## src/hw/rtl/sssc_pkg.sv

```systemverilog
// ----------------------------------------------------------------------------
// sssc_pkg
// Shared types, function codes and font table for the seven-segment scan
// controller.
// ----------------------------------------------------------------------------
`default_nettype none

package sssc_pkg;

  localparam int NUM_DIGITS_DEF  = 4;
  localparam int NUM_COLUMNS_DEF = 5;

  // Function codes carried in the input tuser
  localparam logic [2:0] FUNC_TICK    = 3'd0;
  localparam logic [2:0] FUNC_CHAR    = 3'd1;
  localparam logic [2:0] FUNC_PATTERN = 3'd2;
  localparam logic [2:0] FUNC_NUMBER  = 3'd3;
  localparam logic [2:0] FUNC_MODE    = 3'd4;
  localparam logic [2:0] FUNC_LAMP    = 3'd5;

  localparam logic [7:0] FONT_FIRST = 8'h30;
  localparam logic [7:0] FONT_LAST  = 8'h5F;

  // Reciprocal of ten for a 16-bit dividend: q = (n * 0xCCCD) >> 19
  localparam logic [15:0] DIV10_MUL   = 16'hCCCD;
  localparam int          DIV10_SHIFT = 19;

  // Controller to datapath commands
  typedef struct packed {
    logic tick;
    logic set_char;
    logic set_pattern;
    logic num_load;
    logic num_step;
    logic set_mode;
    logic set_lamp;
  } sssc_cmd_t;

  // Datapath to controller status
  typedef struct packed {
    logic out_busy;
    logic digit_last;
  } sssc_status_t;

  function automatic logic [7:0] font_glyph(input logic [5:0] idx);
    logic [7:0] g;
    unique case (idx)
      6'd0:  g = 8'h3F;  6'd1:  g = 8'h06;  6'd2:  g = 8'h5B;  6'd3:  g = 8'h4F;
      6'd4:  g = 8'h66;  6'd5:  g = 8'h6D;  6'd6:  g = 8'h7D;  6'd7:  g = 8'h27;
      6'd8:  g = 8'h7F;  6'd9:  g = 8'h6F;  6'd10: g = 8'h41;  6'd11: g = 8'h45;
      6'd12: g = 8'h58;  6'd13: g = 8'h48;  6'd14: g = 8'h4C;  6'd15: g = 8'h53;
      6'd16: g = 8'h7B;  6'd17: g = 8'h77;  6'd18: g = 8'h7C;  6'd19: g = 8'h39;
      6'd20: g = 8'h5E;  6'd21: g = 8'h79;  6'd22: g = 8'h71;  6'd23: g = 8'h3D;
      6'd24: g = 8'h76;  6'd25: g = 8'h30;  6'd26: g = 8'h0E;  6'd27: g = 8'h78;
      6'd28: g = 8'h38;  6'd29: g = 8'h37;  6'd30: g = 8'h54;  6'd31: g = 8'h5C;
      6'd32: g = 8'h73;  6'd33: g = 8'h67;  6'd34: g = 8'h50;  6'd35: g = 8'h2D;
      6'd36: g = 8'h31;  6'd37: g = 8'h3E;  6'd38: g = 8'h1C;  6'd39: g = 8'h6A;
      6'd40: g = 8'h46;  6'd41: g = 8'h6E;  6'd42: g = 8'h1B;  6'd43: g = 8'h39;
      6'd44: g = 8'h60;  6'd45: g = 8'h0F;  6'd46: g = 8'h01;  6'd47: g = 8'h08;
      default: g = 8'h00;
    endcase
    return g;
  endfunction

endpackage

`default_nettype wire

```

## src/hw/rtl/seven_segment_scan_controller.sv

```systemverilog
// ----------------------------------------------------------------------------
// seven_segment_scan_controller
// Multiplexed seven-segment display driver with character, raw, number and
// indicator writes and a scan tick that emits one column per beat.
// ----------------------------------------------------------------------------
// Each input beat is one command selected by tuser. A tick beat emits the
// current column and its active-low segments on the output stream, then
// advances the column with wrap; the result is valid the cycle after the tick
// is taken. Any input beat is taken only while the output register is empty
// or being drained, so a stalled output beat holds off writes as well as
// ticks. Char, pattern, play mode and lamp writes update the store from the
// beat alone. A number write loads the value from its beat, then the
// divide-by-ten unit (one reciprocal multiply) makes one decimal digit per
// cycle, rightmost first, and input is held off until the last digit is
// stored. The pattern store is cleared by reset.
// ----------------------------------------------------------------------------
`default_nettype none

module seven_segment_scan_controller
  import sssc_pkg::*;
#(
  parameter int NUM_DIGITS  = NUM_DIGITS_DEF,
  parameter int NUM_COLUMNS = NUM_COLUMNS_DEF
) (
  input  wire logic        clk,
  input  wire logic        rst,
  input  wire logic        s_axis_tvalid,
  output logic             s_axis_tready,
  // position[2:0], char_code[10:3], pattern[18:11], number[34:19],
  // min_digits[42:35], play_mode[44:43], lamp_on[45], zero pad[47:46]
  input  wire logic [47:0] s_axis_tdata,
  // func[2:0]
  input  wire logic [2:0]  s_axis_tuser,
  output logic             m_axis_tvalid,
  input  wire logic        m_axis_tready,
  // column_index[2:0], segments_low[9:3], zero pad[15:10]
  output logic [15:0]      m_axis_tdata
);

  sssc_cmd_t    cmd;
  sssc_status_t status;
  logic [2:0]   column_index;
  logic [6:0]   segments_low;

  sssc_ctrl u_ctrl (
    .clk      (clk),
    .rst      (rst),
    .in_valid (s_axis_tvalid),
    .in_ready (s_axis_tready),
    .func     (s_axis_tuser),
    .status   (status),
    .cmd      (cmd)
  );

  sssc_datapath #(
    .NUM_DIGITS  (NUM_DIGITS),
    .NUM_COLUMNS (NUM_COLUMNS)
  ) u_datapath (
    .clk          (clk),
    .rst          (rst),
    .cmd          (cmd),
    .status       (status),
    .position     (s_axis_tdata[2:0]),
    .char_code    (s_axis_tdata[10:3]),
    .pattern      (s_axis_tdata[18:11]),
    .number       (s_axis_tdata[34:19]),
    .min_digits   (s_axis_tdata[42:35]),
    .play_mode    (s_axis_tdata[44:43]),
    .lamp_on      (s_axis_tdata[45]),
    .out_valid    (m_axis_tvalid),
    .out_ready    (m_axis_tready),
    .column_index (column_index),
    .segments_low (segments_low)
  );

  assign m_axis_tdata = {6'b000000, segments_low, column_index};

endmodule

`default_nettype wire

```

## src/hw/rtl/sssc_ctrl.sv

```systemverilog
// ----------------------------------------------------------------------------
// sssc_ctrl
// Control state machine: decodes input beats into datapath commands and
// sequences the digit-by-digit number conversion.
// ----------------------------------------------------------------------------
`default_nettype none

module sssc_ctrl
  import sssc_pkg::*;
(
  input  wire logic         clk,
  input  wire logic         rst,
  input  wire logic         in_valid,
  output logic              in_ready,
  input  wire logic [2:0]   func,
  input  wire sssc_status_t status,
  output sssc_cmd_t         cmd
);

  typedef enum logic [1:0] {
    ST_IDLE    = 2'b01,
    ST_CONVERT = 2'b10
  } state_t;

  state_t state, state_next;
  logic   accept;

  assign in_ready = (state == ST_IDLE) && !status.out_busy;
  assign accept   = in_valid && in_ready;

  always_comb begin
    cmd          = '0;
    state_next   = state;
    cmd.num_step = (state == ST_CONVERT);
    if (accept) begin
      unique case (func)
        FUNC_TICK:    cmd.tick        = 1'b1;
        FUNC_CHAR:    cmd.set_char    = 1'b1;
        FUNC_PATTERN: cmd.set_pattern = 1'b1;
        FUNC_NUMBER: begin
          cmd.num_load = 1'b1;
          state_next   = ST_CONVERT;
        end
        FUNC_MODE:    cmd.set_mode    = 1'b1;
        FUNC_LAMP:    cmd.set_lamp    = 1'b1;
        default:      ; // unused codes: drop the beat
      endcase
    end
    if (state == ST_CONVERT && status.digit_last) begin
      state_next = ST_IDLE;
    end
  end

  always_ff @(posedge clk) begin
    if (rst) begin
      state <= ST_IDLE;
    end else begin
      state <= state_next;
    end
  end

endmodule

`default_nettype wire

```

## src/hw/rtl/sssc_datapath.sv

```systemverilog
// ----------------------------------------------------------------------------
// sssc_datapath
// Pattern store, scan column counter, divide-by-ten digit unit and the
// output register.
// ----------------------------------------------------------------------------
`default_nettype none

module sssc_datapath
  import sssc_pkg::*;
#(
  parameter int NUM_DIGITS  = NUM_DIGITS_DEF,
  parameter int NUM_COLUMNS = NUM_COLUMNS_DEF
) (
  input  wire logic               clk,
  input  wire logic               rst,
  input  wire sssc_cmd_t          cmd,
  output sssc_status_t            status,
  input  wire logic [2:0]         position,
  input  wire logic [7:0]         char_code,
  input  wire logic [7:0]         pattern,
  input  wire logic [15:0]        number,
  input  wire logic signed [7:0]  min_digits,
  input  wire logic [1:0]         play_mode,
  input  wire logic               lamp_on,
  output logic                    out_valid,
  input  wire logic               out_ready,
  output logic [2:0]              column_index,
  output logic [6:0]              segments_low
);

  localparam int CW = $clog2(NUM_COLUMNS);
  localparam int DW = (NUM_DIGITS > 1) ? $clog2(NUM_DIGITS) : 1;

  logic [7:0]        store [NUM_COLUMNS];
  logic [7:0]        store_next [NUM_COLUMNS];
  logic [CW-1:0]     scan_col;
  logic [15:0]       num;
  logic signed [7:0] cnt;
  logic [DW-1:0]     digit_k;

  logic [31:0] prod;
  logic [15:0] quot;
  logic [15:0] quot_x10;
  logic [3:0]  rem;
  logic        cnt_pos;
  logic [7:0]  digit_pat;
  logic [7:0]  char_pat;
  logic        in_font;
  logic [7:0]  font_off;

  // Divide by ten through the reciprocal multiply
  assign prod     = num * DIV10_MUL;
  assign quot     = 16'(prod[31:DIV10_SHIFT]);
  assign quot_x10 = {quot[12:0], 3'b000} + {quot[14:0], 1'b0};
  assign rem      = 4'(num - quot_x10);
  assign cnt_pos  = !cnt[7] && (cnt != 8'sd0);

  assign digit_pat = (num != 16'd0 || cnt_pos) ? font_glyph({2'b00, rem}) : 8'h00;

  assign in_font  = (char_code >= FONT_FIRST) && (char_code <= FONT_LAST);
  assign font_off = char_code - FONT_FIRST;
  assign char_pat = in_font ? font_glyph(font_off[5:0]) : 8'h00;

  assign status.out_busy   = out_valid && !out_ready;
  assign status.digit_last = (digit_k == '0);

  always_comb begin
    for (int i = 0; i < NUM_COLUMNS; i++) begin
      store_next[i] = store[i];
      if (cmd.set_char && int'(position) == i && int'(position) < NUM_DIGITS) begin
        store_next[i] = char_pat;
      end
      if (cmd.set_pattern && int'(position) == i) begin
        store_next[i] = pattern;
      end
      if (cmd.num_step && int'(digit_k) == i) begin
        store_next[i] = digit_pat;
      end
      if (cmd.set_mode && i == NUM_DIGITS) begin
        store_next[i][1:0] = play_mode;
      end
      if (cmd.set_lamp && i == NUM_DIGITS) begin
        store_next[i][4] = lamp_on;
      end
    end
  end

  always_ff @(posedge clk) begin
    if (rst) begin
      for (int i = 0; i < NUM_COLUMNS; i++) begin
        store[i] <= 8'h00;
      end
      scan_col  <= '0;
      out_valid <= 1'b0;
    end else begin
      for (int i = 0; i < NUM_COLUMNS; i++) begin
        store[i] <= store_next[i];
      end
      if (cmd.tick) begin
        out_valid <= 1'b1;
        scan_col  <= (scan_col == CW'(NUM_COLUMNS - 1)) ? '0 : scan_col + 1'b1;
      end else if (out_ready) begin
        out_valid <= 1'b0;
      end
    end
  end

  // Output beat payload
  always_ff @(posedge clk) begin
    if (cmd.tick) begin
      column_index <= 3'(scan_col);
      segments_low <= ~store[scan_col][6:0];
    end
  end

  // Number conversion registers, rightmost digit first
  always_ff @(posedge clk) begin
    if (cmd.num_load) begin
      num     <= number;
      cnt     <= min_digits;
      digit_k <= DW'(NUM_DIGITS - 1);
    end else if (cmd.num_step) begin
      num     <= quot;
      digit_k <= digit_k - 1'b1;
      if (cnt_pos) begin
        cnt <= cnt - 8'sd1;
      end
    end
  end

endmodule

`default_nettype wire

```

## config.mk

```make
export PLATFORM = sky130hd
export DESIGN_NAME = seven_segment_scan_controller
export DESIGN_NICKNAME = d
export VERILOG_FILES = /design/src/hw/rtl/sssc_pkg.sv /design/src/hw/rtl/seven_segment_scan_controller.sv /design/src/hw/rtl/sssc_ctrl.sv /design/src/hw/rtl/sssc_datapath.sv
export SDC_FILE = /design/constraint.sdc
export NUM_CORES = 1
export LEC_CHECK = 0
export BUFFER_PORTS_ARGS = -buffer_cell sky130_fd_sc_hd__buf_4
export CORE_MARGIN = 3
export CORE_UTILIZATION = 50
export CTS_BUF_LIST = sky130_fd_sc_hd__clkbuf_2 sky130_fd_sc_hd__clkbuf_4 sky130_fd_sc_hd__clkbuf_8
export CTS_CLUSTER_DIAMETER = 30
export DETAILED_ROUTE_END_ITERATION = 7
export PLACE_DENSITY = 0.8
export SLEW_MARGIN = 10
export SYNTH_ARGS = -nofsm -noshare
export SYNTH_HDL_FRONTEND = slang
export SYNTH_HIERARCHICAL = 1
export SYNTH_SLANG_ARGS = --single-unit
```

## constraint.sdc

```tcl
create_clock -name clk -period 7.61 [get_ports clk]
set_input_delay 1.522 -clock clk [delete_from_list [all_inputs] [get_ports clk]]
set_output_delay 1.522 -clock clk [all_outputs]
set_load 0.1 [all_outputs]
```

After elaboration in Yosys (flattened, before gate mapping)

Memory sizes are Yosys's and may differ from the RTL's. A register that Yosys moved wholly into a read port is not among the register bits.
Cells that the tools add are included.
Widths: inputs -> output; s select.

Latch bits: 0
Memories: 3
Word-level logic and storage cells: 147
Flip-flop bits (word level): 42
Bits in read-only memories: 560
Output and inout port bits: 18
Bits of input ports: 55
Memory bits (writable): 40

Memory list:

| memory           | depth | bits a word | rd ports | clocked after memory_dff | write ports | line                | RTL |
|---|---|---|---|---|---|---|---|
| (no name shown)  | 64    | 7           | 1        | 0                        | 0           | sssc_pkg.sv:47      | `unique case (idx)` |
| (no name shown)  | 16    | 7           | 1        | 0                        | 0           | sssc_pkg.sv:47      |  |
| u_datapath.store | 5     | 8           | 1        | 1                        | 5           | sssc_datapath.sv:34 | `logic [7:0] store [NUM_COLUMNS];` |

$mul: 1
Mux-type cells: 47
Equality and inequality tests: 22
Reduce and logical (&&, ||, !) cells: 48
Shifts and indexed selects: 0
Bitwise logic cells: 9
Order comparisons: 3
Add/sub/neg operators: 6
Div/mod/pow operators: 0

Operators with widths:

| cell                   | number |
|---|---|
| $mux 8                 | 23 |
| $mul 16x16->32 const B | 1 |
| $mux 16                | 2 |
| $logic_and 1x1->1      | 25 |
| $eq 3x3->1 const B     | 6 |
| $ne 3x3->1 const B     | 6 |
| $reduce_and 2->1       | 9 |
| $reduce_bool 16->1     | 1 |
| $mux 1                 | 13 |
| $mux 3                 | 4 |
| $eq 3x2->1 const B     | 3 |
| $ge 8x6->1 const B     | 1 |
| $le 8x7->1 const B     | 1 |
| $mux 2                 | 4 |
| $or 1x1->1             | 8 |
| $reduce_bool 8->1      | 1 |
| $sub 8x2->8 const B    | 1 |
| $not 7->7              | 1 |
| $eq 2x2->1 const B     | 3 |
| $logic_not 3->1        | 2 |
| $reduce_bool 2->1      | 3 |
| $sub 6x6->6 const B    | 1 |
| $add 4x4->4            | 1 |
| $eq 2x1->1 const B     | 2 |
| 11 further kinds       | 14 |

Longest topological paths before layout

Gate-level depths: netlist of run 1.

Word-level depth: 12
Depth in mapped cells: 25
Mapped depth without buffers: 25

Modules after synthesis

The synthesis of run 1 kept the hierarchy.

By module, submodules not included:

| module                        | area each (µm²) | sequential area each (µm²) | cells each | times used |
|---|---|---|---|---|
| sssc_datapath                 | 9574.2          | 2252.2                     | 991        | 1 |
| sssc_ctrl                     | 136.4           | 40.0                       | 18         | 1 |
| seven_segment_scan_controller | 48.8            | 0.0                        | 7          | 1 |

Least setup slack after synthesis of run 1

OpenSTA, ideal clock, no wires.

Path kind: register to register
Start point: reg u_datapath.num[8]
End point: mem u_datapath.store[3][2], data pin
Arrival time: 6.036 ns
Period minus slack after synthesis: 6.308 ns
Stages on the path, launching flop included: 23
Path buffers: 1
Setup slack: 1.302 ns
Path through: edfxtp_1 -> inv_1 -> ha_1 -> inv_1 -> fa_1 -> fa_1 -> fa_1 -> fa_1 -> fa_1 -> inv_1 -> ha_1 -> a2111oi_0 -> nand2_1 -> a31oi_1 -> o21ai_0 -> xor2_1 -> ha_1 -> a2111oi_4 -> xnor3_1 -> buf_6 -> o311a_1 -> nor2_1 -> a211oi_1

RTL lines:

| what                   | line                 | RTL |
|---|---|---|
| from (decl)            | sssc_datapath.sv:37  | `logic [15:0] num;` |
| from (signal assigned) | sssc_datapath.sv:119 | `num <= number;` |
| from (signal assigned) | sssc_datapath.sv:123 | `num <= quot;` |
| to (decl)              | sssc_datapath.sv:34  |  |

==> results of run 1 <==
==> state kept, by name, summed over array words and instances, names as in the netlist, named ones only <==
name / count
u_datapath/scan_col: 3
u_ctrl/state: 2
u_datapath/num: 16
u_datapath/cnt: 8
u_datapath/segments_low: 7
u_datapath/out_valid: 1
u_datapath/digit_k: 2
u_datapath/store: 35
u_datapath/column_index: 3
==> timing repair <==
item | in CTS | in global routing
setup endpoints to repair | 0 | 5
resized for setup | 0 | 1
setup buffers | 0 | 0
hold endpoints to repair | 0 | 0
hold buffers | 0 | 0
==> area by class of cell <==
cell class / instances / area share (%)
multi-input combinational: 728 / 62.1
sequential: 80 / 21.4
inverter: 181 / 6.33
timing repair buffer: 74 / 5.18
tap: 260 / 3.03
clock buffer: 11 / 1.35
clock inverter: 5 / 0.618
==> synth_stat cells, types with 5 or more instances <==
cell	number
mux2_2	6
ha_1	163
a211o_1	8
buf_4	6
clkbuf_1	23
nand3_1	9
o31ai_1	5
xnor2_1	15
or2_2	5
fa_1	80
o211ai_1	11
o22ai_1	10
nand2b_1	10
nand2_1	79
and2_1	6
nor2b_1	5
nor2_1	59
a21oi_1	49
mux2i_1	31
dfxtp_1	11
inv_1	181
nor3_1	20
mux4_2	7
nand4_1	6
edfxtp_1	69
a211oi_1	14
xor2_1	10
a21o_1	5
o21ai_0	58
==> layer usage <==
layer | part of all wire [%] | up-vias | GRT usage (%)
li1 | - | 3574 | -
met1 | 45 | 3450 | 29.6
met2 | 46 | 281 | 34.0
met3 | 7.1 | 25 | 3.74
met4 | 1.6 | 0 | 5.32
met5 | 0 | - | 0
==> worst min-delay path by stage <==
stage / end / cells past startpoint / start
floorplan: u_datapath/column_index[0]$_DFFE_PP_ / 0 / u_datapath/scan_col[0]$_SDFFE_PP0P_
global placement: u_datapath/column_index[0]$_DFFE_PP_ / 0 / u_datapath/scan_col[0]$_SDFFE_PP0P_
detailed placement: u_datapath/column_index[2]$_DFFE_PP_ / 0 / u_datapath/scan_col[2]$_SDFFE_PP0P_
CTS: u_datapath/column_index[2]$_DFFE_PP_ / 0 / u_datapath/scan_col[2]$_SDFFE_PP0P_
global route: u_datapath/column_index[0]$_DFFE_PP_ / 0 / u_datapath/scan_col[0]$_SDFFE_PP0P_
finish: u_datapath/column_index[2]$_DFFE_PP_ / 0 / u_datapath/scan_col[2]$_SDFFE_PP0P_
==> through the flow <==
stage          util (%)  instances
2_1_floorplan         -       1021
3_3_place_gp       55.5       1323
3_5_place_dp       55.5       1323
4_1_cts            56.6       1339
5_1_grt            56.6       1339
6_report           56.6       1339
==> logic make-up after synthesis <==
logic type | synth area share [%]
AO/OA/AOI/OAI | 12.1
XOR/XNOR | 2.47
adder cells (fa/ha/maj) | 37.3
buffers and inverters | 8.50
flip-flops | 23.5
multiplexers | 5.49
other | 0.0384
AND/OR/NAND/NOR | 10.6
==> flow_summary_export.csv, run 1 <==
group,metric,value,unit
critical_path,cp_num_buf_inv,5,
drt,wl_per_cell,16.5,um
grt,grt_usage,21.0,%
critical_path,critical_path_class,"flip-flop to flip-flop",
critical_path,crit_path_end,"u_datapath/store[0][4]$_SDFFCE_PP0P_",
grt,grt_max_degree,45,
drt,viasPerCell,5.47,
drt,first_pass_iters,5,
yosys,post-synth-top-area-fraction,21.2,%
hold_path,worstHoldPathType,"flip-flop to flip-flop",
critical_path,crit_path_start,"u_datapath/num[7]$_DFFE_PP_",
timing,slew_violations,0,
critical_path,ff2ff_path_depth,23,
yosys,synthDistinctLibCells,63,
die,initial_core_util,51.5,%
finish,stdcell_area,10700,sq um
timing,fin_crit_sh,96.1,%
drt,drt-initial-drc-count,499,
grt,antenna_found_initial,0,
critical_path,cp_data_arrival_time,7.41,ns
placement,post-place-ws,0.268,ns
drt,wl,22.2,mm
yosys,async_reset_ff_share,0,%
finish,synthToLayoutAreaGrowth,9.91,%
critical_path,cp-start-kind,"flip-flop",
placement,dp_hpwl,18.2,mm
finish,fillerInstances,1601,
critical_path,cp.required,7.71,ns
grt,overflow,0,
critical_path,slowest_stage,"edfxtp_1",
drt,drtAntennaViolNets,0,
yosys,ys.flop_type,"edfxtp_1",
yosys,synth_edf_count,69,
timing,finalSetupViolations,0,
critical_path,cp.depth,23,
yosys,seq_area_frac_synth,23.5,%
critical_path,r2r_end,"u_datapath/store[0][4]$_SDFFCE_PP0P_",
yosys,avgSynthCellArea,9.61,sq um
die,row_count,50,
clock_tree,htreeDepth,3,
timing,relSlewSlack,39.7,%
critical_path,r2r-start,"u_datapath/num[7]$_DFFE_PP_",
clock_tree,cts_root_buf,"clkbuf_8",
finish,insertedDiodeCount,0,
yosys,yosys_register_bits,80,
yosys,synth_area,9760,sq um
die,core_area,19000,sq um
grt,first_global_vias,7228,
timing,clock.fmax,0.137,GHz
clock_tree,clock_latency,0.37,ns
timing,finalClockSkew,0.0155,ns
critical_path,crit_chain,"inv_1 > ha_1 > inv_1 > fa_1 > inv_1 > fa_1 > fa_1 > fa_1 > inv_1 > fa_1 > inv_1 > ha_1 > nand4_1 > a211oi_1 > nor2_1 > o21ai_0 > xor2_1 > ha_1 > a2111oi_4 > xnor3_2 > a22o_1 > o21ai_1 > o22ai_1",
drt,drc,0,
clock_tree,cts_buffer_depth,2,
die,die-height,146,um
finish,layout_common_cells,"181 x inv_1, 163 x ha_1, 80 x fa_1",
yosys,synthCells,1016,
die,die_area,21200,sq um
placement,gp_congestion,0.928,
die,top_level_ports,73,
timing,rsz0062_at_grt,"false",
timing,fin_crit,7.31,ns
finish,drive_above_1_share,10.8,%
yosys,yosys-top-cells-area,"edfxtp_1 21%, ha_1 21%, fa_1 16%, inv_1 7.0%, mux2i_1 3.2%",
finish,regArea,2290,sq um
job,cap_violations,0,
placement,placed_area,10500,sq um
critical_path,cp_max_fo,11,
timing,setup_ws,0.299,ns
timing,fin_tns_setup,0,ns
clock_tree,cts.sinks,80,
timing,tightest_slew,0.901,ns
placement,port_buffers,63,
drt,vias,7330,
finish,multi_input_area,6660,sq um
clock_tree,clk_pin_slew,0.10,ns
finish,nets,1372,
yosys,synth_warnings,6,
die,fp.dieW,146,um
clock_tree,cts_made_buffers,9,
timing,holdWs,0.477,ns
outcome,status,"finished, final reports clean",
critical_path,critical-path-top-delay-family,"adder cells",
grt,grt_pass1_wl,36.2,mm
clock_tree,cts_tree,"yes",
finish,final_common_cell,"inv_1",
yosys,yosysTopAreaCell,"edfxtp_1",
critical_path,reg2reg_slack,0.30,ns
critical_path,endpoint_kind,"flip-flop",
timing,hold_viol,0,
critical_path,slowest_delay,0.60,ns
Power of run 1 is left out: the tool's default activity adds up to more than one toggle a clock period on the data nets, which glitch-free logic cannot reach.
==> run 2, diff against run 1 <==
--- a/config.mk
+++ b/config.mk
@@ -5,7 +5,9 @@
 export SDC_FILE = /design/constraint.sdc
 export NUM_CORES = 1
 export LEC_CHECK = 0
+export ABC_AREA = 1
 export BUFFER_PORTS_ARGS = -buffer_cell sky130_fd_sc_hd__buf_4
+export CORE_ASPECT_RATIO = 0.5
 export CORE_MARGIN = 3
 export CORE_UTILIZATION = 50
 export CTS_BUF_LIST = sky130_fd_sc_hd__clkbuf_2 sky130_fd_sc_hd__clkbuf_4 sky130_fd_sc_hd__clkbuf_8
==> run 2 against run 1 <==
Compared with the run above: design area grew 4.0%; fmax grew 5.6%; first-iteration DRC count grew 96%; register-to-register slack gained 0.39 ns.
==> flow_summary_export.csv, run 2 <==
group,metric,value,unit
outcome,status,"finished, final reports clean",
yosys,synthTopCellsByCount,"256 x inv_1, 219 x nand2_1, 163 x ha_1",
drt,drt-initial-drc-count,978,
hold_path,worstHoldPathType,"flip-flop to flip-flop",
clock_tree,cts.sinks,80,
timing,finalClockSkew,0.0184,ns
grt,antenna_found_initial,0,
die,initial_core_util,51.8,%
drt,drc,0,
grt,overflow,0,
critical_path,reg2reg_slack,0.69,ns
clock_tree,clock_latency,0.38,ns
die,fp.dieW,208,um
drt,viasPerCell,5.47,
finish,regMostFlops,"u_datapath/store",
yosys,synth_area,10200,sq um
clock_tree,htreeDepth,3,
yosys,yosysTopAreaCell,"edfxtp_1",
finish,drive_above_1_share,8.45,%
timing,clock.fmax,0.144,GHz
finish,nets,1607,
yosys,synth_warnings,6,
timing,fin_tns_setup,0,ns
finish,fillerInstances,1777,
timing,fin_crit,6.92,ns
finish,final_common_cell,"inv_1",
critical_path,critical_path_class,"flip-flop to flip-flop",
timing,tightest_slew,1.11,ns
die,core_area,19700,sq um
yosys,synthCells,1257,
clock_tree,cts_buffer_depth,2,
placement,port_buffers,63,
yosys,synthDistinctLibCells,51,
clock_tree,cts_made_buffers,9,
yosys,seq_area_frac_synth,22.4,%
yosys,async_reset_ff_share,0,%
clock_tree,cts_hold_buf,0,
drt,first_pass_iters,6,
die,die_area,22300,sq um
critical_path,cp_max_fo,8,
yosys,yosys_register_bits,80,
timing,finalSetupViolations,0,
timing,hold_viol,0,
grt,grt_usage,23.4,%
critical_path,cp-start-kind,"flip-flop",
finish,layout_common_cells,"256 x inv_1, 219 x nand2_1, 163 x ha_1",
finish,largest_reg_flops,35,
timing,fin_crit_sh,91.0,%
clock_tree,cts_resized,0,
drt,wl_per_cell,16.1,um
clock_tree,cts_tree,"yes",
timing,rsz0062_at_grt,"false",
finish,synthToLayoutAreaGrowth,9.21,%
drt,wl,25.4,mm
grt,grt_pass1_wl,41.8,mm
drt,drtAntennaViolNets,0,
placement,dp_hpwl,20.9,mm
grt,first_global_vias,8450,
die,die-height,107,um
timing,slew_violations,0,
placement,gp_congestion,1.03,
yosys,post-synth-top-area-fraction,20.3,%
finish,insertedDiodeCount,0,
clock_tree,cts_setup_buffers,0,
finish,reg_top3,"u_datapath/store: 35 flops, u_datapath/num: 16 flops, u_datapath/cnt: 8 flops",
yosys,ys.flop_type,"edfxtp_1",
clock_tree,cts_root_buf,"clkbuf_8",
grt,grt_max_degree,35,
yosys,avgSynthCellArea,8.12,sq um
critical_path,cp.required,7.72,ns
critical_path,endpoint_kind,"flip-flop",
die,top_level_ports,73,
critical_path,cp_data_arrival_time,7.04,ns
job,cap_violations,0,
yosys,synth_edf_count,69,
yosys,synth_most_common_cell,"inv_1",
drt,vias,8644,
die,row_count,36,
yosys,yosys-top-cells-area,"edfxtp_1 20%, ha_1 20%, fa_1 16%, inv_1 9.4%, nand2_1 8.1%",
clock_tree,clk_pin_slew,0.09,ns
timing,relSlewSlack,25.5,%
[run 2: critical path, cell delays in order (launching register included)]
cell	delay, ns
edfxtp_1	0.62
inv_1	0.09
ha_1	0.33
inv_1	0.10
fa_1	0.54
inv_1	0.05
fa_1	0.50
fa_1	0.45
fa_1	0.50
inv_1	0.05
fa_1	0.47
inv_1	0.07
ha_1	0.32
nand2_1	0.11
nor4_1	0.43
nand2_1	0.10
nand2_1	0.10
xor2_1	0.22
inv_1	0.09
ha_1	0.30
inv_1	0.05
or2_2	0.26
nand2_1	0.19
inv_1	0.14
o21ai_0	0.26
nand2_1	0.11
nand3_2	0.12
a21oi_1	0.09
[run 2: routing by layer]
metal | GRT usage, % | part of all wire, % | up-vias
li1 | - | - | 4191
met1 | 30.5 | 43 | 4080
met2 | 39.8 | 47 | 333
met3 | 4.94 | 7.5 | 40
met4 | 6.20 | 1.9 | 0
met5 | 0 | 0 | -
[run 2: layout make-up]
cell class	instances	area, sq um	area share (%)
Clock inverter	7	108	0.965
Sequential cell	80	2290	20.6
Inverter	260	976	8.75
Multi-Input combinational cell	894	6840	61.3
Tap cell	266	333	2.98
Timing Repair Buffer	64	480	4.31
Clock buffer	9	124	1.11
[run 2: kinds of logic after synthesis]
kind of cell             after synthesis  synth area share, %
AO/OA/AOI/OAI                        231                 12.7
XOR/XNOR                              16                 1.37
adder cells (fa/ha/maj)              243                 35.7
buffers and inverters                288                 10.9
flip-flops                            80                 22.4
other                                  1               0.0367
AND/OR/NAND/NOR                      398                 16.9
[run 2: final timing paths]
kind,from,to,cells after the start
max,u_datapath/num[7]$_DFFE_PP_,u_datapath/store[0][3]$_SDFFCE_PP0P_,27
min,u_ctrl/state[1]$_SDFFE_PP0P_,u_ctrl/state[1]$_SDFFE_PP0P_,2
max reg2reg,u_datapath/num[7]$_DFFE_PP_,u_datapath/store[0][3]$_SDFFCE_PP0P_,27
min reg2reg,u_ctrl/state[1]$_SDFFE_PP0P_,u_ctrl/state[1]$_SDFFE_PP0P_,2
[run 2: through the flow]
| stage | utilization [%] | std cells | hold slack [ns] | instance area [sq um] | worst slack (ns) |
|---|---|---|---|---|---|
| 3_5_place_dp | 55.3 | 1564 | 0.471 | 10900 | 0.857 |
| 6_report | 56.5 | 1580 | 0.483 | 11200 | 0.685 |
| 5_1_grt | 56.5 | 1580 | 0.498 | 11200 | 0.402 |
| 4_1_cts | 56.5 | 1580 | 0.485 | 11100 | 0.829 |
| 2_1_floorplan | - | 1262 | 0.434 | 10200 | 1.69 |
| 3_3_place_gp | 55.3 | 1564 | 0.455 | 10900 | 0.915 |
Power of run 2 is left out for the same reason.
==> run 3, diff against run 2 <==
==> constraint.sdc (replaced) <==
create_clock -name clk -period 7.75 [get_ports clk]
set_input_delay 1.55 -clock clk [delete_from_list [all_inputs] [get_ports clk]]
set_output_delay 1.55 -clock clk [all_outputs]
set_load 0.1 [all_outputs]
==> run 3 against run 2 <==
Compared with the run above: global-route usage rose by 0.35 points; wire length rose by 1.2%; setup slack improved by 0.19 ns; die area did not move; clock skew barely moved; critical path type unchanged; largest cell class unchanged.
==> flow_summary_export.csv, run 3 (synthesis results as in run 2) <==
group,metric,value,unit
die,core_area,19700,sq um
finish,layout_common_cells,"256 x inv_1, 219 x nand2_1, 163 x ha_1",
die,die-height,107,um
clock_tree,cts_setup_buffers,0,
grt,overflow,0,
timing,fin_crit,6.87,ns
timing,finalClockSkew,0.0187,ns
finish,insertedDiodeCount,0,
drt,wl_per_cell,16.3,um
drt,vias,8829,
drt,viasPerCell,5.59,
critical_path,cp-start-kind,"flip-flop",
timing,fin_crit_sh,88.7,%
die,initial_core_util,51.8,%
clock_tree,clock_latency,0.40,ns
clock_tree,cts_made_buffers,9,
clock_tree,cts.sinks,80,
drt,wl,25.7,mm
critical_path,cp_max_fo,8,
timing,clock.fmax,0.145,GHz
critical_path,cpMostUsedCell,"inv_1",
finish,synthToLayoutAreaGrowth,9.21,%
critical_path,reg2reg_slack,0.88,ns
grt,use_met1,30.9,%
die,die_area,22300,sq um
grt,first_global_vias,8702,
clock_tree,cts_tree,"yes",
placement,gp_congestion,0.982,
finish,fillerInstances,1735,
clock_tree,cts_hold_buf,0,
clock_tree,cts_resized,0,
clock_tree,cts_root_buf,"clkbuf_8",
critical_path,slowest_delay,0.58,ns
timing,rsz0062_at_grt,"false",
drt,drtAntennaViolNets,0,
timing,setup_ws,0.875,ns
grt,use_met2,39.7,%
critical_path,cp.required,7.96,ns
critical_path,critical_path_class,"flip-flop to flip-flop",
timing,finalSetupViolations,0,
finish,final_common_cell,"inv_1",
grt,gr-max-usage-layer,"met2",
critical_path,cp_data_arrival_time,7.08,ns
timing,fin_tns_setup,0,ns
placement,port_buffers,63,
timing,holdWs,0.480,ns
finish,reg_top3,"u_datapath/store: 35 flops, u_datapath/num: 16 flops, u_datapath/cnt: 8 flops",
grt,gr-usage-met3,4.41,%
die,fp.dieW,208,um
grt,grt_max_degree,35,
die,top_level_ports,73,
job,cap_violations,0,
grt,grt_pass1_wl,42.4,mm
placement,dp_hpwl,20.9,mm
critical_path,endpoint_kind,"flip-flop",
outcome,status,"finished, final reports clean",
placement,post-place-ws,1.06,ns
finish,drive_above_1_share,8.45,%
timing,relSlewSlack,47.3,%
hold_path,worstHoldPathType,"flip-flop to flip-flop",
clock_tree,cts_buffer_depth,2,
finish,largest_reg_flops,35,
timing,slew_violations,0,
drt,drc,0,
placement,placed_area,10900,sq um
grt,antenna_found_initial,0,
die,row_count,36,
drt,first_pass_iters,7,
finish,stdcell_area,11200,sq um
drt,drt-initial-drc-count,1032,
clock_tree,htreeDepth,3,
timing,hold_viol,0,
finish,regMostFlops,"u_datapath/store",
critical_path,slowest_stage,"edfxtp_1",
finish,nets,1607,
clock_tree,clk_pin_slew,0.10,ns
grt,grt_usage,23.7,%
timing,tightest_slew,0.788,ns
run 3: cell count changes in the layout (fill, tap and decap cells not counted):
cell / previous run / this run
o21ai_0: 83 / 82
o21ai_1: 3 / 4
run 3: cell type report:
type	instances	area (sq um)	share of cell area [%]
clock buffers	9	124	1.11
clock inverters	7	108	0.965
inverters	260	976	8.75
multi-input cells	894	6840	61.3
flip-flops and latches	80	2290	20.6
well taps	266	333	2.98
repair buffers	64	480	4.31
run 3: critical path, delay by kind of cell, from the launching register on:
family / cells / cell delay (ns)
buffers and inverters: 8 / 0.57
AOI/OAI and AO/OA: 2 / 0.33
adders and majority gates: 8 / 3.54
xor gates and xnor gates: 1 / 0.18
DFF: 1 / 0.58
and+or+nand+nor: 9 / 1.50
run 3: layer usage:
layer  wire [um]  vias to the layer above
li1            -                     4191
met1       10800                     4163
met5           0                        -
met2       11900                      398
met3        2170                       77
met4         786                        0
run 3: worst paths after layout:
path	from	endpoint	cells after the start
hold / removal	u_ctrl/state[0]$_SDFFE_PP1P_	u_ctrl/state[0]$_SDFFE_PP1P_	2
setup / recovery	u_datapath/num[3]$_DFFE_PP_	u_datapath/store[0][3]$_SDFFCE_PP0P_	28
hold reg to reg	u_ctrl/state[0]$_SDFFE_PP1P_	u_ctrl/state[0]$_SDFFE_PP1P_	2
setup reg to reg	u_datapath/num[3]$_DFFE_PP_	u_datapath/store[0][3]$_SDFFCE_PP0P_	28
run 3: metrics by stage:
step	util, %	instances
after floorplan	-	1262
after global placement	55.3	1564
after detailed placement	55.3	1564
after CTS	56.5	1580
after global routing	56.5	1580
final	56.5	1580
Power of run 3 is left out for the same reason.
